<file path="src/design/bfb_pkg.sv">
package bfb_pkg;

    localparam int STORE_BYTES_DEF = 32;
    localparam int CFG_W           = 6;
    localparam int BYTE_IDX_W      = 5;
    localparam int PADDR_W         = 3;

    localparam logic [CFG_W-1:0] BYTES_IN_USE_RST = 6'd32;
    localparam logic [4:0]       MAX_FIELD_BITS   = 5'd16;

    localparam logic [1:0] OP_READ  = 2'd0;
    localparam logic [1:0] OP_WRITE = 2'd1;
    localparam logic [1:0] OP_CLEAR = 2'd2;

    localparam logic REG_BYTES_IN_USE = 1'b0;

    typedef struct packed {
        logic [1:0]  operation;
        logic [7:0]  field_lsb;
        logic [4:0]  field_width;
        logic [15:0] write_value;
    } t_in_req;

    typedef struct packed {
        logic [15:0] read_value;
        logic        range_error;
    } t_out_req;

    typedef struct packed {
        logic                  rd_en;
        logic                  wr_en;
        logic                  clr;
        logic [BYTE_IDX_W-1:0] addr;
        logic [7:0]            wdata;
    } t_mem_cmd;

    typedef struct packed {
        logic [2:0]  shift;
        logic [4:0]  width;
        logic [15:0] wval;
        logic [1:0]  k;
    } t_fld_ctl;

endpackage

</file>
<file path="src/design/bit_field_buffer_top.sv">
// Channel  Direction  Handshake                    Payload
// in       input      i_in_valid / o_in_ready      i_in_req  (operation, offset, width, value)
// out      output     o_out_valid / i_out_ready    o_out_req (read_value, range_error)
// cfg      input      psel, penable, pwrite        paddr, pwdata, prdata; pready tied high
//
// Read/write: after accept, a read step and a modify step per byte spanned (1 to 3), then done;
// each byte is one read then one write/capture on the single-port byte memory.
// Clear, rejected field and unused code go from accept straight to done. Clear empties all valid bits at once.
// Synchronous active-low reset empties the store and sets bytes_in_use to 32.
// A result waits in the output register; the next request runs while it is held.
module bit_field_buffer_top #(
    parameter int STORE_BYTES = bfb_pkg::STORE_BYTES_DEF
) (
    input  logic                          i_clk,
    input  logic                          i_rst_n,
    input  logic                          i_in_valid,
    output logic                          o_in_ready,
    input  bfb_pkg::t_in_req              i_in_req,
    output logic                          o_out_valid,
    input  logic                          i_out_ready,
    output bfb_pkg::t_out_req             o_out_req,
    input  logic                          psel,
    input  logic                          penable,
    input  logic                          pwrite,
    input  logic [bfb_pkg::PADDR_W-1:0]   paddr,
    input  logic [31:0]                   pwdata,
    output logic [31:0]                   prdata,
    output logic                          pready
);
    import bfb_pkg::*;

    localparam logic [CFG_W-1:0] STORE_BYTES_C = CFG_W'(STORE_BYTES);

    logic [CFG_W-1:0] r_bytes;
    logic             r_out_vld;
    t_out_req         r_out;

    logic [CFG_W-1:0] usable;
    logic             cfg_wr;
    t_mem_cmd         mem_cmd;
    logic [7:0]       rdata;
    t_fld_ctl         fld_ctl;
    logic [7:0]       new_byte;
    logic [7:0]       ext;
    logic             done;
    logic             take;
    t_out_req         res;

    assign pready = 1'b1;
    assign cfg_wr = psel && penable && pwrite && (paddr[2] == REG_BYTES_IN_USE);
    assign prdata = (paddr[2] == REG_BYTES_IN_USE) ? {26'h0, r_bytes} : 32'h0;
    assign usable = (r_bytes > STORE_BYTES_C) ? STORE_BYTES_C : r_bytes;

    always_ff @(posedge i_clk) begin
        if (!i_rst_n) begin
            r_bytes <= BYTES_IN_USE_RST;
        end else if (cfg_wr) begin
            r_bytes <= pwdata[CFG_W-1:0];
        end
    end

    assign take = done && (!r_out_vld || i_out_ready);

    always_ff @(posedge i_clk) begin
        if (!i_rst_n) begin
            r_out_vld <= 1'b0;
        end else if (take) begin
            r_out_vld <= 1'b1;
        end else if (i_out_ready) begin
            r_out_vld <= 1'b0;
        end
    end

    always_ff @(posedge i_clk) begin
        if (take) begin
            r_out <= res;
        end
    end

    assign o_out_valid = r_out_vld;
    assign o_out_req   = r_out;

    bfb_seq u_seq (
        .i_clk       (i_clk),
        .i_rst_n     (i_rst_n),
        .i_in_valid  (i_in_valid),
        .o_in_ready  (o_in_ready),
        .i_in_req    (i_in_req),
        .i_usable    (usable),
        .o_mem       (mem_cmd),
        .o_fld       (fld_ctl),
        .i_new_byte  (new_byte),
        .i_ext       (ext),
        .o_done      (done),
        .i_done_take (take),
        .o_res       (res)
    );

    bfb_field u_field (
        .i_ctl (fld_ctl),
        .i_old (rdata),
        .o_new (new_byte),
        .o_ext (ext)
    );

    bfb_store #(
        .STORE_BYTES (STORE_BYTES)
    ) u_store (
        .i_clk   (i_clk),
        .i_rst_n (i_rst_n),
        .i_cmd   (mem_cmd),
        .o_rdata (rdata)
    );

endmodule

</file>
<file path="src/design/bfb_store.sv">
module bfb_store #(
    parameter int STORE_BYTES = bfb_pkg::STORE_BYTES_DEF
) (
    input  logic              i_clk,
    input  logic              i_rst_n,
    input  bfb_pkg::t_mem_cmd i_cmd,
    output logic [7:0]        o_rdata
);
    import bfb_pkg::*;

    localparam int AW = (STORE_BYTES > 1) ? $clog2(STORE_BYTES) : 1;

    logic [7:0]             r_mem [STORE_BYTES];
    logic [STORE_BYTES-1:0] r_vld;
    logic [7:0]             r_rdata;
    logic                   r_rvld;
    logic [AW-1:0]          addr;

    assign addr = i_cmd.addr[AW-1:0];

    always_ff @(posedge i_clk) begin
        if (i_cmd.wr_en) begin
            r_mem[addr] <= i_cmd.wdata;
        end
        if (i_cmd.rd_en) begin
            r_rdata <= r_mem[addr];
        end
    end

    // entries not written since reset or clear read as zero
    always_ff @(posedge i_clk) begin
        if (!i_rst_n) begin
            r_vld  <= '0;
            r_rvld <= 1'b0;
        end else begin
            if (i_cmd.clr) begin
                r_vld <= '0;
            end else if (i_cmd.wr_en) begin
                r_vld[addr] <= 1'b1;
            end
            if (i_cmd.rd_en) begin
                r_rvld <= r_vld[addr];
            end
        end
    end

    assign o_rdata = r_rvld ? r_rdata : 8'h00;

endmodule

</file>
<file path="src/design/bfb_field.sv">
module bfb_field (
    input  bfb_pkg::t_fld_ctl i_ctl,
    input  logic [7:0]        i_old,
    output logic [7:0]        o_new,
    output logic [7:0]        o_ext
);
    import bfb_pkg::*;

    logic [16:0] mask17;
    logic [31:0] mask32;
    logic [31:0] data32;
    logic [7:0]  m;
    logic [7:0]  d;

    always_comb begin
        mask17 = (17'd1 << i_ctl.width) - 17'd1;
        mask32 = {16'h0000, mask17[15:0]} << i_ctl.shift;
        data32 = {16'h0000, i_ctl.wval & mask17[15:0]} << i_ctl.shift;
        m      = mask32[{i_ctl.k, 3'b000} +: 8];
        d      = data32[{i_ctl.k, 3'b000} +: 8];
        o_new  = (i_old & ~m) | d;
        o_ext  = i_old & m;
    end

endmodule

</file>
<file path="src/design/bfb_seq.sv">
module bfb_seq (
    input  logic                       i_clk,
    input  logic                       i_rst_n,
    input  logic                       i_in_valid,
    output logic                       o_in_ready,
    input  bfb_pkg::t_in_req           i_in_req,
    input  logic [bfb_pkg::CFG_W-1:0]  i_usable,
    output bfb_pkg::t_mem_cmd          o_mem,
    output bfb_pkg::t_fld_ctl          o_fld,
    input  logic [7:0]                 i_new_byte,
    input  logic [7:0]                 i_ext,
    output logic                       o_done,
    input  logic                       i_done_take,
    output bfb_pkg::t_out_req          o_res
);
    import bfb_pkg::*;

    typedef enum logic [3:0] {
        S_IDLE = 4'b0001,
        S_READ = 4'b0010,
        S_MOD  = 4'b0100,
        S_DONE = 4'b1000
    } t_state;

    t_state                r_state;
    logic [1:0]            r_op;
    logic [7:0]            r_lsb;
    logic [4:0]            r_w;
    logic [15:0]           r_wval;
    logic                  r_err;
    logic [1:0]            r_k;
    logic [1:0]            r_last;
    logic [BYTE_IDX_W-1:0] r_addr;
    logic [23:0]           r_acc;

    logic       accept;
    logic       rw_op;
    logic [8:0] msb;
    logic       bad;
    logic [1:0] span;

    assign accept = i_in_valid && o_in_ready;
    assign rw_op  = (i_in_req.operation == OP_READ) || (i_in_req.operation == OP_WRITE);
    assign msb    = {1'b0, i_in_req.field_lsb} + {4'h0, i_in_req.field_width} - 9'd1;
    assign bad    = (i_in_req.field_width == 5'd0) || (i_in_req.field_width > MAX_FIELD_BITS)
                    || msb[8] || ({1'b0, msb[7:3]} >= i_usable);
    assign span   = 2'(msb[7:3] - i_in_req.field_lsb[7:3]);

    always_ff @(posedge i_clk) begin
        if (!i_rst_n) begin
            r_state <= S_IDLE;
            r_err   <= 1'b0;
        end else begin
            case (r_state)
                S_IDLE: begin
                    if (accept) begin
                        r_err <= rw_op && bad;
                        if (rw_op && !bad) begin
                            r_state <= S_READ;
                        end else begin
                            r_state <= S_DONE;
                        end
                    end
                end
                S_READ: begin
                    r_state <= S_MOD;
                end
                S_MOD: begin
                    if (r_k == r_last) begin
                        r_state <= S_DONE;
                    end else begin
                        r_state <= S_READ;
                    end
                end
                S_DONE: begin
                    if (i_done_take) begin
                        r_state <= S_IDLE;
                    end
                end
                default: begin
                    r_state <= S_IDLE;
                end
            endcase
        end
    end

    always_ff @(posedge i_clk) begin
        if (r_state == S_IDLE && accept) begin
            r_op   <= i_in_req.operation;
            r_lsb  <= i_in_req.field_lsb;
            r_w    <= i_in_req.field_width;
            r_wval <= i_in_req.write_value;
            r_k    <= 2'd0;
            r_last <= span;
            r_addr <= i_in_req.field_lsb[7:3];
            r_acc  <= '0;
        end else if (r_state == S_MOD) begin
            if (r_op == OP_READ) begin
                r_acc <= r_acc | ({16'h0000, i_ext} << {r_k, 3'b000});
            end
            r_k    <= 2'(r_k + 2'd1);
            r_addr <= BYTE_IDX_W'(r_addr + 1'b1);
        end
    end

    assign o_in_ready = (r_state == S_IDLE);

    always_comb begin
        o_mem.rd_en = (r_state == S_READ);
        o_mem.wr_en = (r_state == S_MOD) && (r_op == OP_WRITE);
        o_mem.clr   = accept && (i_in_req.operation == OP_CLEAR);
        o_mem.addr  = r_addr;
        o_mem.wdata = i_new_byte;
    end

    always_comb begin
        o_fld.shift = r_lsb[2:0];
        o_fld.width = r_w;
        o_fld.wval  = r_wval;
        o_fld.k     = r_k;
    end

    assign o_done            = (r_state == S_DONE);
    assign o_res.read_value  = (r_op == OP_READ) ? 16'(r_acc >> r_lsb[2:0]) : 16'h0000;
    assign o_res.range_error = r_err;

    a_k_bound: assert property (@(posedge i_clk) disable iff (!i_rst_n)
        (r_state == S_READ || r_state == S_MOD) |-> (r_k <= r_last) && (r_last <= 2'd2))
        else $error("byte step beyond field span");

    a_bad_skips: assert property (@(posedge i_clk) disable iff (!i_rst_n)
        (accept && rw_op && bad) |=> (r_state == S_DONE) && r_err)
        else $error("rejected field touched the store");

    a_clear_done: assert property (@(posedge i_clk) disable iff (!i_rst_n)
        (accept && i_in_req.operation == OP_CLEAR) |=> (r_state == S_DONE) && !r_err)
        else $error("clear did not finish at once");

    a_mod_next: assert property (@(posedge i_clk) disable iff (!i_rst_n)
        (r_state == S_MOD) |=> (r_state == S_READ) || (r_state == S_DONE))
        else $error("bad step after modify");

endmodule

</file>
<file path="config.mk">
export PLATFORM = sky130hd
export DESIGN_NAME = bit_field_buffer_top
export DESIGN_NICKNAME = d
export VERILOG_FILES = /design/src/design/bfb_pkg.sv /design/src/design/bit_field_buffer_top.sv /design/src/design/bfb_store.sv /design/src/design/bfb_field.sv /design/src/design/bfb_seq.sv
export SDC_FILE = /design/constraint.sdc
export NUM_CORES = 1
export LEC_CHECK = 0
export BUFFER_PORTS_ARGS = -buffer_cell sky130_fd_sc_hd__buf_2
export CORE_ASPECT_RATIO = 1.1
export CORE_UTILIZATION = 55
export CTS_BUF_LIST = sky130_fd_sc_hd__clkbuf_4 sky130_fd_sc_hd__clkbuf_8
export CTS_CLUSTER_DIAMETER = 30
export DETAILED_ROUTE_END_ITERATION = 7
export PLACE_DENSITY_LB_ADDON = 0.08
export SLEW_MARGIN = 20
export SYNTH_ARGS = -nofsm -noshare
export SYNTH_HDL_FRONTEND = slang
export SYNTH_SLANG_ARGS = --single-unit
</file>
<file path="constraint.sdc">
create_clock -name i_clk -period 6.5 [get_ports i_clk]
set_clock_uncertainty 0.2 [all_clocks]
set_input_delay 1.3 -clock i_clk [delete_from_list [all_inputs] [get_ports i_clk]]
set_output_delay 1.3 -clock i_clk [all_outputs]
set_load 0.01 [all_outputs]
</file>
Yosys cells after proc, flatten, opt, wreduce, memory -nomap -nowiden
Memories as Yosys holds them, arrays and structs flattened. A register that Yosys moved wholly into a read port is not among the register bits.
Cells that the tools add are included.
W data, S select, Z words.

storage, ports and cells
  register bits = 121
  memory bits (writable) = 256
  input port bits = 73
  word-level logic and storage cells = 99
  memories = 1

memories
  memory         words  bits a word  read ports  clocked after Yosys merged registers in  write ports  RTL line         source
  u_store.r_mem  32     8            1           1                                        1            bfb_store.sv:13  logic [7:0] r_mem [STORE_BYTES];

operators by class
  $add $sub $neg = 6
  order comparisons = 5
  eq/ne operators = 10
  shift operators = 7
  multiplexer cells = 18
  bitwise gates (word level) = 9
  reductions and logical operators = 27

operators with widths
  cell                     number
  $shiftx A32 B6 Y8        2
  $shl A16 B3 Y32          2
  $or A32 B32 Y32          1
  $or A24 B24 Y24          1
  $shl A8 B5 Y24           1
  $shr A24 B3 Y16          1
  $and A16 B16 Y16         1
  $and A8 B8 Y8            2
  $mux W4                  4
  $pmux W4 S4              1
  $shl A1 B5 Y16 const A   1
  $sub A16 B1 Y16 const B  1
  $mux W6                  2
  $logic_and A1 B1 Y1      11
  $mux W5                  2
  $add A8 B5 Y9            1
  $sub A9 B1 Y9 const B    1
  $mux W8                  1
  $not A8 Y8               1
  $or A8 B8 Y8             1
  $ge A5 B6 Y1             1
  $gt A6 B6 Y1 const B     1
  $lt A5 B6 Y1 const B     1
  $mux W1                  6
  24 further kinds         35

Depth between registers and ports, before layout
Gate-level depths: netlist of the first run.

  depth after elaboration = 9
  gate-level depth with buffers = 16

By module
From an unflattened synthesis of the first run, not the netlist that was laid out.

second synthesis, totals
  cells, all modules = 1358
  area total of the unflattened synthesis = 18521.5 µm²

modules (own cells, without submodules)
  module                instances  cells each  area each (µm²)  sequential area each (µm²)
  bfb_store             1          547         11421.0          8588.2
  bfb_seq               1          331         3598.5           1591.5
  bfb_field             1          391         2397.3           0.0
  bit_field_buffer_top  1          89          1104.8           650.6

Worst setup path before layout of the first run
OpenSTA, ideal clock, no wires.

  path type = input-to-reg
  start = in i_in_req[18] (netlist name)
  end = reg u_seq.r_state[3]
  setup time = 150 ps
  data arrival time = 3882 ps
  data required time = 6150 ps
  path slack = 2268 ps
  stages = 16
  path buffers = 0
  cells stage by stage = inv_1 ha_1 inv_1 ha_1 nor3b_1 nor2_1 nor2b_1 nor2_1 xnor2_1 ha_1 a21o_1 a21o_1 a21oi_1 nor3b_1 a2111oi_0 a21oi_1

between the ends
  word-level cells in the longest chain between the ends = 9

RTL lines
  item                                                 RTL line                      source
  from (decl)                                          bit_field_buffer_top.sv:18    input bfb_pkg::t_in_req i_in_req,
  $add A8 B5 Y9 (tied with other cells)                bfb_seq.sv:44                 assign msb = {1'b0, i_in_req.field_lsb} + {4'h0, i_in_req.field_width} - 9'd1;
  $sub A9 B1 Y9 or $logic_or A1 B1 Y1 (tied branches)  bfb_seq.sv:44, bfb_seq.sv:45
  $ge A5 B6 Y1 or $logic_or A1 B1 Y1 (tied branches)   bfb_seq.sv:46                 || msb[8] || ({1'b0, msb[7:3]} >= i_usable);
  $logic_or A1 B1 Y1 (*)                               bfb_seq.sv:46
  $logic_not A1 Y1 (*)                                 bfb_seq.sv:58                 if (rw_op && !bad) begin
  $logic_and A1 B1 Y1 (*)                              bfb_seq.sv:58
  $mux W4 (*)                                          bfb_seq.sv:58
  $mux W4 (*)                                          bfb_seq.sv:56                 if (accept) begin
  $pmux W4 S4 (*)                                      bfb_seq.sv:54                 case (r_state)
  to (signal assigned)                                 bfb_seq.sv:59                 r_state <= S_READ;
  to (signal assigned)                                 bfb_seq.sv:61                 r_state <= S_DONE;
  to (signal assigned)                                 bfb_seq.sv:66                 r_state <= S_MOD;
  to (decl)                                            bfb_seq.sv:25                 t_state r_state;

Mark *: on every way between the ends. The rest lies on a longest branch, timed or not. The select of a mux whose other input is x is not followed.
A chain may end at the register's enable or synchronous reset.

==> results of run 1 <==
-- flip-flops by register name (all words and copies together), names as in the netlist --
| name | cells |
|---|---|
| u_store.r_mem | 256 |
| u_store.r_vld | 32 |
| u_seq.r_acc | 23 |
| o_out_req | 17 |
| u_seq.r_wval | 16 |
| u_store.r_rdata | 8 |
| r_bytes | 6 |
| u_seq.r_addr | 5 |
| u_seq.r_w | 5 |
| u_seq.r_state | 4 |
| u_seq.r_lsb | 3 |
| u_seq.r_k | 2 |
| u_seq.r_last | 2 |
| u_seq.r_op | 2 |
| o_out_valid | 1 |
| u_seq.r_err | 1 |
| u_store.r_rvld | 1 |
-- worst max-delay path, stage by stage, from the launching register on --
cell       delay, ps
edfxtp_1         780
inv_1            260
nand3_1          160
ha_1             720
nor4_2            90
o211ai_1         520
and4_4           370
a211oi_1          80
o311ai_1         820
nand2_1          150
o2111ai_2        130
buf_4            410
-- worst max-delay path by stage --
stage                      start                   end  cells past startpoint
floorplan           i_in_req[18]      u_seq.r_state[3]                     16
global placement    i_in_req[18]      u_seq.r_state[3]                     14
detailed placement  i_in_req[18]      u_seq.r_state[3]                     14
CTS                 u_seq.r_w[1]  u_store.r_mem[20][3]                     10
global route        u_seq.r_w[1]  u_store.r_mem[13][4]                     11
finish              u_seq.r_w[1]  u_store.r_mem[23][4]                     11
-- cell usage after synthesis (14+ instances only) --
master | instances | area, um^2
edfxtp_1 | 314 | 9430
mux4_2 | 84 | 1890
buf_2 | 28 | 140
nor2b_1 | 18 | 113
buf_4 | 35 | 263
inv_1 | 32 | 120
clkbuf_1 | 39 | 146
dfxtp_1 | 70 | 1400
nand2_1 | 108 | 405
mux2i_1 | 24 | 240
nor2_1 | 152 | 571
a22oi_1 | 36 | 270
ha_1 | 21 | 263
o21ai_0 | 28 | 140
nor3_1 | 24 | 120
a31oi_1 | 18 | 113
nand4_1 | 14 | 87.6
a21oi_1 | 46 | 230
nand3_1 | 25 | 125
-- logic make-up after synthesis --
group           after synthesis  synth area share (%)
fa+ha+maj                    21                  1.46
other cells                   2                0.0417
xor+xnor                     16                 0.778
simple gates                420                  11.2
compound gates              259                  10.3
mux                         113                  12.2
flops                       384                  60.1
buf+inv                     148                  4.01
-- area by class of cell --
cell class	instances	area share, %
clock buffers	91	5.77
flip-flops and latches	384	53.3
clock inverters	43	2.48
repair buffers	92	2.61
multi-input cells	856	32.6
inverters	34	0.628
well taps	426	2.62
-- report_power, final --
part           internal [W]  switching (W)  total [W]
Sequential          0.00275      0.0000429    0.00279
Combinational      0.000272       0.000483   0.000755
Clock               0.00161        0.00104    0.00265
-- stage by stage --
stage               hold slack (ps)  setup WS, ps  std cells
floorplan                       208          2270       1388
global placement                219          1610       1792
detailed placement              228          1550       1792
CTS                             238          1620       1926
global route                    251          1330       1926
finish                          236          1530       1926
-- routing by layer --
layer  global-route usage, %  part of all wire, %  vias to the layer above
met4                    12.2                  3.6                        0
li1                        -                    -                     5409
met3                    4.63                  6.2                      102
met2                    46.2                   50                      466
met1                    34.5                   40                     6009
met5                       0                    0                        -
==> flow_metrics.py, run 1 <==
metrics = {
    "yosys": {
        "syn_inst": 1363,
        "postSynthAreaPerCell_um2": 13.2,
        "ys.flop_type": "edfxtp_1",
        "synth_edf_count": 314,
        "synth-seq-cells": 384,
        "yosysSeqAreaShare_pct": 60.1,
        "synth_warnings": 0,
        "async_flop_share_pct": 0,
        "syn_area_um2": 18000,
        "synth.distinct_cells": 89,
    },
    "worst_hold_path": {
        "whs_endpoint": "o_out_req[0]",
        "hold_class": "reg -> reg",
        "min-delay-start": "u_seq.r_err",
        "hold-path-cell-count": 0,
    },
    "routing": {
        "drc": 0,
        "vias": 12000,
        "drt_wl_total_mm": 44.5,
        "ant_nets": 0,
        "drtIter0Drc": 1172,
        "first_pass_iters": 5,
        "routedWlPerCell_um": 23.1,
        "via_per_inst": 6.22,
    },
    "grt": {
        "grt_pass1_wl_mm": 68.1,
        "antenna_found_initial": 0,
        "overflow": 0,
        "gr-usage-all-layers_pct": 27.2,
        "grt_max_degree": 78,
        "grt_pass1_vias": 11700,
    },
    "setup_path": {
        "r2r_slack_ps": 1530,
        "crit_path_start_kind": "register",
        "crit_fanout": 32,
        "endpoint_kind": "register",
        "critical_path_arrival_ps": 5100,
        "criticalPathCategory": "reg -> reg",
        "crit_required_ps": 6620,
        "reg2reg_depth": 11,
        "timing.rr.start": "u_seq.r_w[1]",
        "r2r_end": "u_store.r_mem[23][4]",
    },
    "layout": {
        "area_delta_synth_final_pct": 12.7,
        "drive_above_1_share_pct": 23.5,
        "multi_input_area_um2": 6610,
        "final_common_cell": "edfxtp_1",
        "final_cell_mix": "edfxtp_1, nor2_1, nand2_1",
        "fin_util_pct": 62.9,
        "diodes": 0,
        "nFillCells": 2500,
        "layout.nets": 1536,
        "final-seq-area_um2": 10800,
        "final_area_um2": 20300,
    },
    "floorplan": {
        "die_w_um": 175,
        "io_pins": 125,
        "die_h_um": 192,
        "die-area_um2": 33500,
        "start_util_pct": 55.8,
        "rows": 69,
        "coreArea_um2": 32300,
    },
    "timing": {
        "drv_slew": 0,
        "fin_crit_ps": 4970,
        "finalSetupViolations": 0,
        "period_share_pct": 76.5,
        "worst_pin_slew_ps": 993,
        "hold_violations": 0,
        "finalSetupTns_ps": 0,
        "rsz0062_at_grt": "false",
        "max_freq_ghz": 0.201,
        "slew_headroom_pct": 33.5,
    },
    "clock_network": {
        "hold_buffers": 0,
        "clockRootBuffer": "clkbuf_8",
        "clk_pin_slew_ps": 70,
        "cts_tree": "yes",
        "clk_latency_ps": 590,
        "post_cts_buffers": 0,
        "numCtsBuffers": 74,
        "clock_path_buffers": 3,
        "cts_resized": 0,
        "clkSinkCount": 384,
        "cts_max_level": 3,
    },
    "placement": {
        "dpl_cell_area_um2": 18600,
        "numPortBuffers": 69,
        "routabilityCongestion": 0.918,
        "dp_hpwl_mm": 29.1,
    },
    "power": {
        "power_w": 0.00620,
        "ir_worst_vdd_v": 0.000272,
        "pwr_density_cell_nw_per_um2": 305,
        "total_leakage_power_nw": 7.00,
    },
    "run": {
        "cap_violations": 0,
    },
    "outcome": {
        "run_status": "finished, final reports clean",
    },
}
(Power assumes the default switching activity.)
==> inputs of run 2 (changes only) <==
clock period = 4.57 ns   (was 6.5 ns; I/O delays follow)
==> flow_metrics.py, run 2 (same netlist as run 1, synthesis figures left out) <==
metrics = {
    "floorplan": {
        "coreArea_um2": 32300,
        "io_pins": 125,
        "die-area_um2": 33500,
        "rows": 69,
        "die_w_um": 175,
        "die_h_um": 192,
        "start_util_pct": 55.8,
    },
    "placement": {
        "dp_hpwl_mm": 30.3,
        "routabilityCongestion": 0.961,
        "numPortBuffers": 69,
        "dpl.cell_count": 1815,
        "dpl_cell_area_um2": 18800,
    },
    "grt": {
        "top_usage_layer": "met2",
        "gr-usage-all-layers_pct": 27.8,
        "grt_max_degree": 77,
        "antenna_found_initial": 0,
        "grt.met3_usage_pct": 5.21,
        "grt_pass1_vias": 11900,
        "gr-usage-met1_pct": 34.6,
        "overflow": 0,
        "grt_pass1_wl_mm": 69.5,
        "grtUsageMet2_pct": 46.9,
    },
    "setup_path": {
        "r2r_end": "u_store.r_mem[21][2]",
        "cp_slowest_cell": "a211oi_1",
        "crit_path_start_kind": "register",
        "worst_path_most_repeated_cell": "buf_4",
        "slowest_delay_ps": 550,
        "criticalPathCategory": "reg -> reg",
        "reg2reg_depth": 11,
        "critical_path_arrival_ps": 4380,
        "timing.rr.start": "u_seq.r_w[4]",
        "critical-path-top-delay-family": "simple AND/OR/NAND/NOR gates",
        "crit_fanout": 32,
        "crit_required_ps": 4680,
        "worstPathCellList": "nor3_2, nand2_1, ha_1, buf_4, or3_4, a21oi_2, o31ai_1, a211oi_1, nor4_1, or4_1, buf_4",
        "path_buf_inv": 2,
        "endpoint_kind": "register",
        "r2r_slack_ps": 300,
    },
    "worst_hold_path": {
        "min-delay-start": "u_seq.r_err",
        "whs_endpoint": "o_out_req[0]",
        "hold_class": "reg -> reg",
        "hold-path-cell-count": 0,
    },
    "timing": {
        "max_freq_ghz": 0.234,
        "drv_slew": 0,
        "period_share_pct": 93.5,
        "rsz0062_at_grt": "false",
        "finalSetupViolations": 0,
        "hold_violations": 0,
        "fin_crit_ps": 4270,
        "worst_pin_slew_ps": 1100,
        "finalSetupTns_ps": 0,
        "slew_headroom_pct": 26.9,
    },
    "routing": {
        "first_pass_iters": 5,
        "routedWlPerCell_um": 23.1,
        "drc": 0,
        "drt_wl_total_mm": 45.3,
        "via_per_inst": 6.17,
        "ant_nets": 0,
        "drtIter0Drc": 1315,
        "vias": 12100,
    },
    "layout": {
        "reg_top3": "u_store.r_mem x256, u_store.r_vld x32, u_seq.r_acc x23",
        "area_delta_synth_final_pct": 15.1,
        "final_area_um2": 20700,
        "diodes": 0,
        "layout.nets": 1564,
        "drive_above_1_share_pct": 24.8,
        "regMostFlops": "u_store.r_mem",
        "final_common_cell": "edfxtp_1",
        "final_cell_mix": "edfxtp_1, nor2_1, nand2_1",
        "stdcell_count": 1960,
        "largest_reg_flops": 256,
    },
    "run": {
        "cap_violations": 0,
    },
    "outcome": {
        "run_status": "finished, final reports clean",
    },
    "clock_network": {
        "post_cts_buffers": 0,
        "clk_pin_slew_ps": 60,
        "clockRootBuffer": "clkbuf_8",
        "cts_tree": "yes",
        "numCtsBuffers": 79,
        "clkSinkCount": 384,
        "clk_latency_ps": 630,
        "cts_max_level": 3,
        "hold_buffers": 0,
        "clock_path_buffers": 3,
        "cts_resized": 0,
    },
    "power": {
        "power_w": 0.00935,
        "pwr_density_cell_nw_per_um2": 451,
        "total_leakage_power_nw": 7.24,
        "ir_worst_vdd_v": 0.000429,
    },
}
==> run 2: worst max-delay path by stage <==
stage | from | to | slack [ps] | depth (start not counted)
2_1_floorplan | u_seq.r_w[4] | u_store.r_mem[0][5] | 430 | 12
3_5_place_dp | u_seq.r_w[4] | u_store.r_mem[17][7] | 410 | 11
3_3_place_gp | u_seq.r_w[4] | u_store.r_mem[2][2] | 460 | 11
6_report | u_seq.r_w[4] | u_store.r_mem[21][2] | 300 | 11
5_1_grt | u_seq.r_w[4] | u_store.r_mem[14][4] | 90 | 11
4_1_cts | u_seq.r_w[4] | u_store.r_mem[30][4] | 360 | 11
==> run 2: power breakdown <==
part | total [W] | switching (W) | internal (W)
Sequential | 0.00397 | 0.0000648 | 0.00391
Clock | 0.00427 | 0.00155 | 0.00272
Combinational | 0.00111 | 0.000698 | 0.000411
Total | 0.00935 | 0.00231 | 0.00704
==> run 2: cell type report <==
class	instances	area, um^2
Fill cell	2447	11500
Sequential cell	384	10800
Multi-Input combinational cell	856	6620
Clock buffer	95	1230
Timing Repair Buffer	115	716
Clock inverter	50	682
Tap cell	426	533
Inverter	34	128
==> run 2: through the flow <==
step | util [%] | hold WS [ps] | setup WS, ps
2_1_floorplan | - | 208 | 430
3_3_place_gp | 58.2 | 216 | 461
3_5_place_dp | 58.3 | 216 | 406
4_1_cts | 64.2 | 213 | 359
5_1_grt | 64.2 | 218 | 85.9
6_report | 64.2 | 208 | 299
==> run 2: per-layer routing <==
metal  up-vias  share of wire (%)
li1       5466                  -
met1      5982                 40
met2       528                 50
met3       125                6.5
met4         0                3.8
met5         -                  0
